[src/hw/rtl/tlv_pkg.sv]
// shared types and constants of the key-value stream parser
package tlv_pkg;

    // result kinds
    localparam logic [2:0] KIND_INT32   = 3'd0;
    localparam logic [2:0] KIND_INT64   = 3'd1;
    localparam logic [2:0] KIND_HEADER  = 3'd2;
    localparam logic [2:0] KIND_PAYLOAD = 3'd3;
    localparam logic [2:0] KIND_END_OK  = 3'd4;
    localparam logic [2:0] KIND_END_ERR = 3'd5;

    // header type field mask
    localparam logic [2:0] TYPE_MASK = 3'h7;

    // default depth of the queue between front and back
    localparam int QUEUE_DEPTH = 4;

    // input beat
    typedef struct packed {
        logic [7:0] data_byte;
        logic       end_of_buffer;
    } in_beat_t;

    // result beat
    typedef struct packed {
        logic [2:0]         record_kind;
        logic [12:0]        field_key;
        logic signed [63:0] int_value;
        logic [31:0]        payload_length;
        logic [7:0]         payload_byte;
        logic               last_payload;
        logic               run_last;
    } out_beat_t;

    // work for the back end caused by one input byte
    typedef struct packed {
        logic        has_rec;
        logic [2:0]  rec_kind;
        logic [12:0] rec_key;
        logic [63:0] rec_value;
        logic        rec_lastp;
        logic        has_end;
        logic        end_ok;
    } queue_entry_t;

endpackage

[src/hw/rtl/tlv_front.sv]
// front end: byte intake, record parsing and queue entry build
module tlv_front (
    input  logic                  aclk,
    input  logic                  aresetn,
    input  logic                  cfg_valid,
    output logic                  cfg_ready,
    input  logic                  cfg_data,
    input  logic                  s_valid,
    output logic                  s_ready,
    input  tlv_pkg::in_beat_t     s_data,
    input  logic                  push_ready,
    output logic                  push_valid,
    output tlv_pkg::queue_entry_t push_entry
);

    // parse phases
    localparam logic [2:0] PH_HDR0    = 3'd0;
    localparam logic [2:0] PH_HDR1    = 3'd1;
    localparam logic [2:0] PH_VALUE   = 3'd2;
    localparam logic [2:0] PH_LEN     = 3'd3;
    localparam logic [2:0] PH_PAYLOAD = 3'd4;

    // header type codes
    localparam logic [2:0] HT_INT32 = 3'd0;
    localparam logic [2:0] HT_INT64 = 3'd1;
    localparam logic [2:0] HT_BYTES = 3'd2;

    logic        net_order_reg;
    logic [2:0]  phase_reg, phase_next;
    logic [63:0] shift_reg, shift_next;
    logic [3:0]  count_reg, count_next;
    logic [12:0] key_reg, key_next;
    logic        long_reg, long_next;
    logic [31:0] remaining_reg, remaining_next;
    logic        error_reg, error_next;

    logic        accept;
    logic [63:0] take_shift;
    logic [3:0]  take_count;
    logic [15:0] hdr;
    logic [2:0]  htype;
    logic [31:0] rem_dec;
    tlv_pkg::queue_entry_t entry;

    assign cfg_ready = 1'b1;
    assign s_ready   = push_ready;
    assign accept    = s_valid && s_ready;

    // byte order register
    always_ff @(posedge aclk) begin
        if (!aresetn) begin
            net_order_reg <= 1'b1;
        end else if (cfg_valid && cfg_ready) begin
            net_order_reg <= cfg_data;
        end
    end

    // next assembly word with the current byte taken in
    always_comb begin
        if (net_order_reg) begin
            take_shift = {shift_reg[55:0], s_data.data_byte};
        end else begin
            take_shift = shift_reg | ({56'd0, s_data.data_byte} << {count_reg[2:0], 3'b000});
        end
        take_count = count_reg + 4'd1;
        hdr        = take_shift[15:0];
        htype      = hdr[2:0] & tlv_pkg::TYPE_MASK;
        rem_dec    = remaining_reg - 32'd1;
    end

    // parse step
    always_comb begin
        phase_next     = phase_reg;
        shift_next     = shift_reg;
        count_next     = count_reg;
        key_next       = key_reg;
        long_next      = long_reg;
        remaining_next = remaining_reg;
        error_next     = error_reg;
        entry          = '0;
        entry.rec_key  = key_reg;
        if (accept) begin
            if (!error_reg) begin
                unique case (phase_reg)
                    PH_HDR0: begin
                        shift_next = {56'd0, s_data.data_byte};
                        count_next = 4'd1;
                        phase_next = PH_HDR1;
                    end
                    PH_HDR1: begin
                        key_next   = hdr[15:3];
                        shift_next = '0;
                        count_next = '0;
                        unique case (htype)
                            HT_INT32: begin
                                long_next  = 1'b0;
                                phase_next = PH_VALUE;
                            end
                            HT_INT64: begin
                                long_next  = 1'b1;
                                phase_next = PH_VALUE;
                            end
                            HT_BYTES: begin
                                phase_next = PH_LEN;
                            end
                            default: begin
                                error_next = 1'b1;
                            end
                        endcase
                    end
                    PH_VALUE: begin
                        shift_next = take_shift;
                        count_next = take_count;
                        if (!long_reg && take_count == 4'd4) begin
                            entry.has_rec   = 1'b1;
                            entry.rec_kind  = tlv_pkg::KIND_INT32;
                            entry.rec_value = {{32{take_shift[31]}}, take_shift[31:0]};
                            phase_next      = PH_HDR0;
                        end else if (long_reg && take_count == 4'd8) begin
                            entry.has_rec   = 1'b1;
                            entry.rec_kind  = tlv_pkg::KIND_INT64;
                            entry.rec_value = take_shift;
                            phase_next      = PH_HDR0;
                        end
                    end
                    PH_LEN: begin
                        shift_next = take_shift;
                        count_next = take_count;
                        if (take_count == 4'd4) begin
                            remaining_next  = take_shift[31:0];
                            entry.has_rec   = 1'b1;
                            entry.rec_kind  = tlv_pkg::KIND_HEADER;
                            entry.rec_value = {32'd0, take_shift[31:0]};
                            phase_next      = (take_shift[31:0] != 32'd0) ? PH_PAYLOAD : PH_HDR0;
                        end
                    end
                    default: begin
                        remaining_next  = rem_dec;
                        entry.has_rec   = 1'b1;
                        entry.rec_kind  = tlv_pkg::KIND_PAYLOAD;
                        entry.rec_value = {56'd0, s_data.data_byte};
                        entry.rec_lastp = (rem_dec == 32'd0);
                        if (rem_dec == 32'd0) begin
                            phase_next = PH_HDR0;
                        end
                    end
                endcase
            end
            // end of buffer: status then back to a clean parse state
            if (s_data.end_of_buffer) begin
                entry.has_end  = 1'b1;
                entry.end_ok   = !error_next && (phase_next == PH_HDR0);
                phase_next     = PH_HDR0;
                shift_next     = '0;
                count_next     = '0;
                key_next       = '0;
                long_next      = 1'b0;
                remaining_next = '0;
                error_next     = 1'b0;
            end
        end
    end

    assign push_valid = accept && (entry.has_rec || entry.has_end);
    assign push_entry = entry;

    // parse state
    always_ff @(posedge aclk) begin
        if (!aresetn) begin
            phase_reg     <= PH_HDR0;
            shift_reg     <= '0;
            count_reg     <= '0;
            key_reg       <= '0;
            long_reg      <= 1'b0;
            remaining_reg <= '0;
            error_reg     <= 1'b0;
        end else begin
            phase_reg     <= phase_next;
            shift_reg     <= shift_next;
            count_reg     <= count_next;
            key_reg       <= key_next;
            long_reg      <= long_next;
            remaining_reg <= remaining_next;
            error_reg     <= error_next;
        end
    end

endmodule

[src/hw/rtl/tlv_fifo.sv]
// short queue of parsed entries between front and back
module tlv_fifo #(
    parameter int DEPTH = tlv_pkg::QUEUE_DEPTH
) (
    input  logic                  aclk,
    input  logic                  aresetn,
    input  logic                  push_valid,
    output logic                  push_ready,
    input  tlv_pkg::queue_entry_t push_entry,
    input  logic                  pop,
    output logic                  head_valid,
    output tlv_pkg::queue_entry_t head_entry
);

    localparam int PtrW = (DEPTH > 1) ? $clog2(DEPTH) : 1;
    localparam int CntW = $clog2(DEPTH + 1);

    tlv_pkg::queue_entry_t entries [DEPTH];

    logic [PtrW-1:0] wr_ptr_reg, rd_ptr_reg;
    logic [CntW-1:0] count_reg;
    logic            do_push, do_pop;

    assign push_ready = (count_reg != CntW'(DEPTH));
    assign head_valid = (count_reg != '0);
    assign head_entry = entries[rd_ptr_reg];
    assign do_push    = push_valid && push_ready;
    assign do_pop     = pop && head_valid;

    // entry storage
    always_ff @(posedge aclk) begin
        if (do_push) begin
            entries[wr_ptr_reg] <= push_entry;
        end
    end

    // pointers and fill count
    always_ff @(posedge aclk) begin
        if (!aresetn) begin
            wr_ptr_reg <= '0;
            rd_ptr_reg <= '0;
            count_reg  <= '0;
        end else begin
            if (do_push) begin
                wr_ptr_reg <= (wr_ptr_reg == PtrW'(DEPTH - 1)) ? '0 : wr_ptr_reg + PtrW'(1);
            end
            if (do_pop) begin
                rd_ptr_reg <= (rd_ptr_reg == PtrW'(DEPTH - 1)) ? '0 : rd_ptr_reg + PtrW'(1);
            end
            if (do_push && !do_pop) begin
                count_reg <= count_reg + CntW'(1);
            end else if (do_pop && !do_push) begin
                count_reg <= count_reg - CntW'(1);
            end
        end
    end

endmodule

[src/hw/rtl/tlv_back.sv]
// back end: expands queue entries into result beats behind an output register
module tlv_back (
    input  logic                  aclk,
    input  logic                  aresetn,
    input  logic                  head_valid,
    input  tlv_pkg::queue_entry_t head_entry,
    output logic                  pop,
    output logic                  m_valid,
    input  logic                  m_ready,
    output tlv_pkg::out_beat_t    m_data
);

    logic                m_valid_reg, m_valid_next;
    logic                rec_sent_reg, rec_sent_next;
    tlv_pkg::out_beat_t  m_data_reg, m_data_next;
    tlv_pkg::out_beat_t  rec_beat;
    logic                load;

    assign load    = !m_valid_reg || m_ready;
    assign m_valid = m_valid_reg;
    assign m_data  = m_data_reg;

    // record beat from the head entry
    always_comb begin
        rec_beat             = '0;
        rec_beat.record_kind = head_entry.rec_kind;
        rec_beat.field_key   = head_entry.rec_key;
        rec_beat.run_last    = !head_entry.has_end;
        case (head_entry.rec_kind) inside
            tlv_pkg::KIND_INT32, tlv_pkg::KIND_INT64: begin
                rec_beat.int_value = $signed(head_entry.rec_value);
            end
            tlv_pkg::KIND_HEADER: begin
                rec_beat.payload_length = head_entry.rec_value[31:0];
            end
            tlv_pkg::KIND_PAYLOAD: begin
                rec_beat.payload_byte = head_entry.rec_value[7:0];
                rec_beat.last_payload = head_entry.rec_lastp;
            end
            default: begin
            end
        endcase
    end

    // beat selection: record first, then end status of the same byte
    always_comb begin
        pop           = 1'b0;
        rec_sent_next = rec_sent_reg;
        m_valid_next  = m_valid_reg && !m_ready;
        m_data_next   = m_data_reg;
        if (load && head_valid) begin
            m_valid_next = 1'b1;
            if (head_entry.has_rec && !rec_sent_reg) begin
                m_data_next = rec_beat;
                if (head_entry.has_end) begin
                    rec_sent_next = 1'b1;
                end else begin
                    pop = 1'b1;
                end
            end else begin
                m_data_next             = '0;
                m_data_next.record_kind = head_entry.end_ok ? tlv_pkg::KIND_END_OK
                                                            : tlv_pkg::KIND_END_ERR;
                m_data_next.run_last    = 1'b1;
                pop                     = 1'b1;
                rec_sent_next           = 1'b0;
            end
        end
    end

    // output control
    always_ff @(posedge aclk) begin
        if (!aresetn) begin
            m_valid_reg  <= 1'b0;
            rec_sent_reg <= 1'b0;
        end else begin
            m_valid_reg  <= m_valid_next;
            rec_sent_reg <= rec_sent_next;
        end
    end

    // output payload
    always_ff @(posedge aclk) begin
        m_data_reg <= m_data_next;
    end

endmodule

[src/hw/rtl/tlv_key_value_stream_parser.sv]
// top level of the key-value record stream parser
// Takes one buffer byte per cycle on s_ (valid/ready) and gives zero, one or two
// result beats per byte on m_, one beat per cycle while m_ready is high; a byte that gives an integer,
// a bytes header or a payload byte and also ends the buffer gives two beats, the
// second being the end status. With the queue empty and the output register free,
// a result goes through the queue and the output register to m_. The front parser
// takes a byte every cycle while the QUEUE_DEPTH entry queue to the output side
// has room; s_ready drops only when the queue is full, i.e. when m_ready has been
// held low or two-beat bytes outpace the output.
// The byte order bit is written through cfg_ (always ready, resets to big-endian)
// and must only change while the parser is idle. No clearing pass after reset.
module tlv_key_value_stream_parser #(
    parameter int QUEUE_DEPTH = tlv_pkg::QUEUE_DEPTH
) (
    input  logic               aclk,
    input  logic               aresetn,
    input  logic               cfg_valid,
    output logic               cfg_ready,
    input  logic               cfg_data,
    input  logic               s_valid,
    output logic               s_ready,
    input  tlv_pkg::in_beat_t  s_data,
    output logic               m_valid,
    input  logic               m_ready,
    output tlv_pkg::out_beat_t m_data
);

    logic                  push_valid, push_ready;
    tlv_pkg::queue_entry_t push_entry;
    logic                  pop, head_valid;
    tlv_pkg::queue_entry_t head_entry;

    // byte parser
    tlv_front u_front (
        .aclk       (aclk),
        .aresetn    (aresetn),
        .cfg_valid  (cfg_valid),
        .cfg_ready  (cfg_ready),
        .cfg_data   (cfg_data),
        .s_valid    (s_valid),
        .s_ready    (s_ready),
        .s_data     (s_data),
        .push_ready (push_ready),
        .push_valid (push_valid),
        .push_entry (push_entry)
    );

    // decoupling queue
    tlv_fifo #(
        .DEPTH (QUEUE_DEPTH)
    ) u_fifo (
        .aclk       (aclk),
        .aresetn    (aresetn),
        .push_valid (push_valid),
        .push_ready (push_ready),
        .push_entry (push_entry),
        .pop        (pop),
        .head_valid (head_valid),
        .head_entry (head_entry)
    );

    // result emitter
    tlv_back u_back (
        .aclk       (aclk),
        .aresetn    (aresetn),
        .head_valid (head_valid),
        .head_entry (head_entry),
        .pop        (pop),
        .m_valid    (m_valid),
        .m_ready    (m_ready),
        .m_data     (m_data)
    );

endmodule

[config.mk]
export PLATFORM = sky130hd
export DESIGN_NAME = tlv_key_value_stream_parser
export DESIGN_NICKNAME = d
export VERILOG_FILES = /design/src/hw/rtl/tlv_pkg.sv /design/src/hw/rtl/tlv_front.sv /design/src/hw/rtl/tlv_fifo.sv /design/src/hw/rtl/tlv_back.sv /design/src/hw/rtl/tlv_key_value_stream_parser.sv
export SDC_FILE = /design/constraint.sdc
export NUM_CORES = 1
export LEC_CHECK = 0
export ABC_AREA = 1
export BUFFER_PORTS_ARGS = -buffer_cell sky130_fd_sc_hd__buf_2
export CAP_MARGIN = 20
export CORE_MARGIN = 4
export CORE_UTILIZATION = 40
export CTS_CLUSTER_DIAMETER = 50
export DETAILED_ROUTE_END_ITERATION = 12
export PLACE_DENSITY = 0.67
export REMOVE_ABC_BUFFERS = 1
export SLEW_MARGIN = 5
export SYNTH_ARGS = -nofsm -noshare
export SYNTH_HDL_FRONTEND = slang
export SYNTH_SLANG_ARGS = --single-unit
[constraint.sdc]
create_clock -name aclk -period 10.15 [get_ports aclk]
set_clock_uncertainty 0.05 [all_clocks]
set_input_delay 2.03 -clock aclk [delete_from_list [all_inputs] [get_ports aclk]]
set_output_delay 2.03 -clock aclk [all_outputs]
set_load 0.005 [all_outputs]
==> qor.txt <==
Tot GR Track Use: 19.2%
Outcome: finished, final reports clean
Vias per Instance: 5.40
Die Wd: 259 µm
Antenna Cells: 0
Initial antenna violation count: 4
CTS root buffer: clkbuf_16
Core area: 61,900 µm²
P_leak: 10.4 nW
TNS Setup: 0 ns
Main synth FF type: edfxtp_1
Internal Power: 0.00508 W
Sequential share of the synthesized area: 64.6%
Via Count: 18,900
CTS Sinks: 584
Worst setup SP type: input pin
Number of max-cap violations: 0
Switching power: 0.00262 W
CP arrival: 5.30 ns
Area grow syn2layout: 14.8%
Fmax: 195 MHz
Rel. slew slack: 23.9%
Vias in the first global route: 18,000
CTS tree: built
# port buffers: 138
Synth area leaders: edfxtp_1 54%, dfxtp_1 10%, nor2_1 7.7%, nand2_1 5.9%, a21oi_1 5.0%
DR WL/cell: 18.9 µm
Post-CTS Hold Buffers: 0
DR DRC count: 0
Largest net degree at the start of global routing: 125
Sequential power share: 41.9%
Yosys top cell by area: edfxtp_1
Final layout net count: 2,628
Post-Route WL: 66,100 µm
Slew Viols, Final: 0
Switching part of the total: 34.0%
Cell count after synthesis: 2,501
Std cell rows: 91
Simple-gate portion of the synthesized area: 16.2%
Synth async-reset ratio: 0%
Max Root-Sink Buffers: 3
Total power: 0.00770 W
Synth Warn #: 0
Maximum net fanout on the critical path: 48
Post-synthesis cell area: 25,100 µm²
Most instantiated cells after synthesis: 512 x nor2_1, 454 x edfxtp_1, 397 x nand2_1
Antenna Violating Nets Remaining: 0
Top-count cell post-synth: nor2_1
Max FFs per register: 332
Setup CP Type: input pin to flip-flop
Largest family of logic cells by synthesized area: simple AND/OR/NAND/NOR gates
Die H: 259 µm
I/O pin count: 140
Post-CTS setup buffers: 0
Post-Layout Inst Area: 28,900 µm²
Post-Synth Adder-Cell Area: 0.727%
Clock Pin Slew Worst Setup and Hold Paths: 0.06 ns
RSZ-0062 raised after global routing: no
Global-route wire length before repair: 102,000 µm
Global route overflow: 0
Clock power share: 31.3%
XOR/XNOR Fraction of Synth Area: 0.563%
Gpl congestion: 0.882
Peak VDD IR: 0.383 mV
CTS Buf Count: 69
Final Hold Vio Count: 0
CTS resizes: 0
Clock Latency Late Sink: 0.61 ns
Synth Register Bits: 584
Period utilization: 50.5%
Placement Setup Slack: 3.94 ns
Post-synth cell types: 53
Pwr dens: 267 nW/µm²
Critical Path RT: 10.33 ns
Mux cell area share after synthesis: 0%
Initial Utilization: 40.6%
Initial DRC Count: 1,940
Setup crit end kind: flip-flop
EDFF count, synth: 454
First-pass DRT Iterations: 7
Synth top area share: 54.3%
Final worst slack: 5.03 ns
Cell area after placement: 26,600 µm²
Comb pwr share: 26.7%
Hpwl dp: 41,000 µm
Synth Area in Compound Gates: 13.2%
Die area: 66,900 µm²
Final setup fails: 0
Min cycle time layout: 5.12 ns
Layout cells sized above 1: 12.5%
Slew @ Worst Pin: 1.14 ns
Worst hold path class: flip-flop to flip-flop
Reg2Reg Setup Slack: 5.47 ns
H-tree levels: 3
Syn_area_per_cell: 10.0 µm²
layout make-up:
| cell class | instances | area [µm²] |
|---|---|---|
| tap | 837 | 1050 |
| multi-input combinational | 1619 | 7760 |
| inverter | 151 | 574 |
| timing repair buffer | 174 | 993 |
| clock buffer | 87 | 1830 |
| sequential | 584 | 16200 |
| fill | 5668 | 33100 |
| clock inverter | 40 | 405 |
cells in the final DEF, fill, tap and decap left out, drive strengths merged, types with 16 or more instances in the layout:
cell type | Yosys | layout
a211oi | 24 | 24
a21oi | 253 | 253
a31oi | 16 | 16
a32o | 32 | 32
buf | 35 | 173
clkbuf | 112 | 88
clkinv | 1 | 25
dfxtp | 130 | 130
edfxtp | 454 | 454
inv | 150 | 160
nand2 | 398 | 398
nand3 | 87 | 87
nor2 | 520 | 520
o211ai | 23 | 23
o21ai | 175 | 175
worst paths after layout:
kind / end / cells after the start / from
setup reg to reg: u_fifo.entries[1][3] / 11 / u_front.count_reg[0]
setup / recovery: u_fifo.entries[1][3] / 7 / s_data[0]
hold / removal: u_front.shift_reg[58] / 2 / u_front.shift_reg[58]
hold reg to reg: u_front.shift_reg[58] / 2 / u_front.shift_reg[58]
critical path, cell delays in order:
cell and delay, ns:
buf_2 0.26, clkinv_1 0.59, nor2_2 0.66, nor2_2 0.28, nor2_4 0.48, buf_12 0.27
buf_4 0.67
through the flow:
stage	instances	hold WS [ns]	util, %
CTS	3490	0.412	46.5
finish	3492	0.410	46.6
global route	3492	0.427	46.6
detailed placement	3363	0.403	42.9
global placement	3362	0.398	42.9
floorplan	2354	0.391	-
routing by layer:
| metal | vias up | wire length, µm | global-route usage [%] | part of all wire [%] |
|---|---|---|---|---|
| met1 | 9137 | 28400 | 26.3 | 43 |
| met3 | 114 | 5250 | 4.03 | 7.9 |
| met5 | - | 21 | 0 | 0.032 |
| met4 | 4 | 1670 | 6.34 | 2.5 |
| met2 | 776 | 30700 | 30.7 | 47 |
| li1 | 8843 | - | - | - |
power by group through the flow:
stage | clock (W) | combinational (W) | sequential [W]
final | 0.00241 | 0.00206 | 0.00323
after global placement | 0 | 0.00202 | 0.00327
after detailed placement | 0 | 0.00208 | 0.00327
after CTS | 0.00246 | 0.00209 | 0.00323
after global routing | 0.00256 | 0.00230 | 0.00327
after floorplan | 0 | 0.00116 | 0.00339
cell families (layout without fill, tap and decap cells):
family | after synthesis | in the layout
adders and majority gates | 14 | 14
buffers and inverters | 298 | 452
DFF | 584 | 584
xor gates and xnor gates | 14 | 14
AOI/OAI and AO/OA | 565 | 565
and+or+nand+nor | 1025 | 1025
other | 1 | 1
No activity file was read; power rests on OpenSTA's default activity.
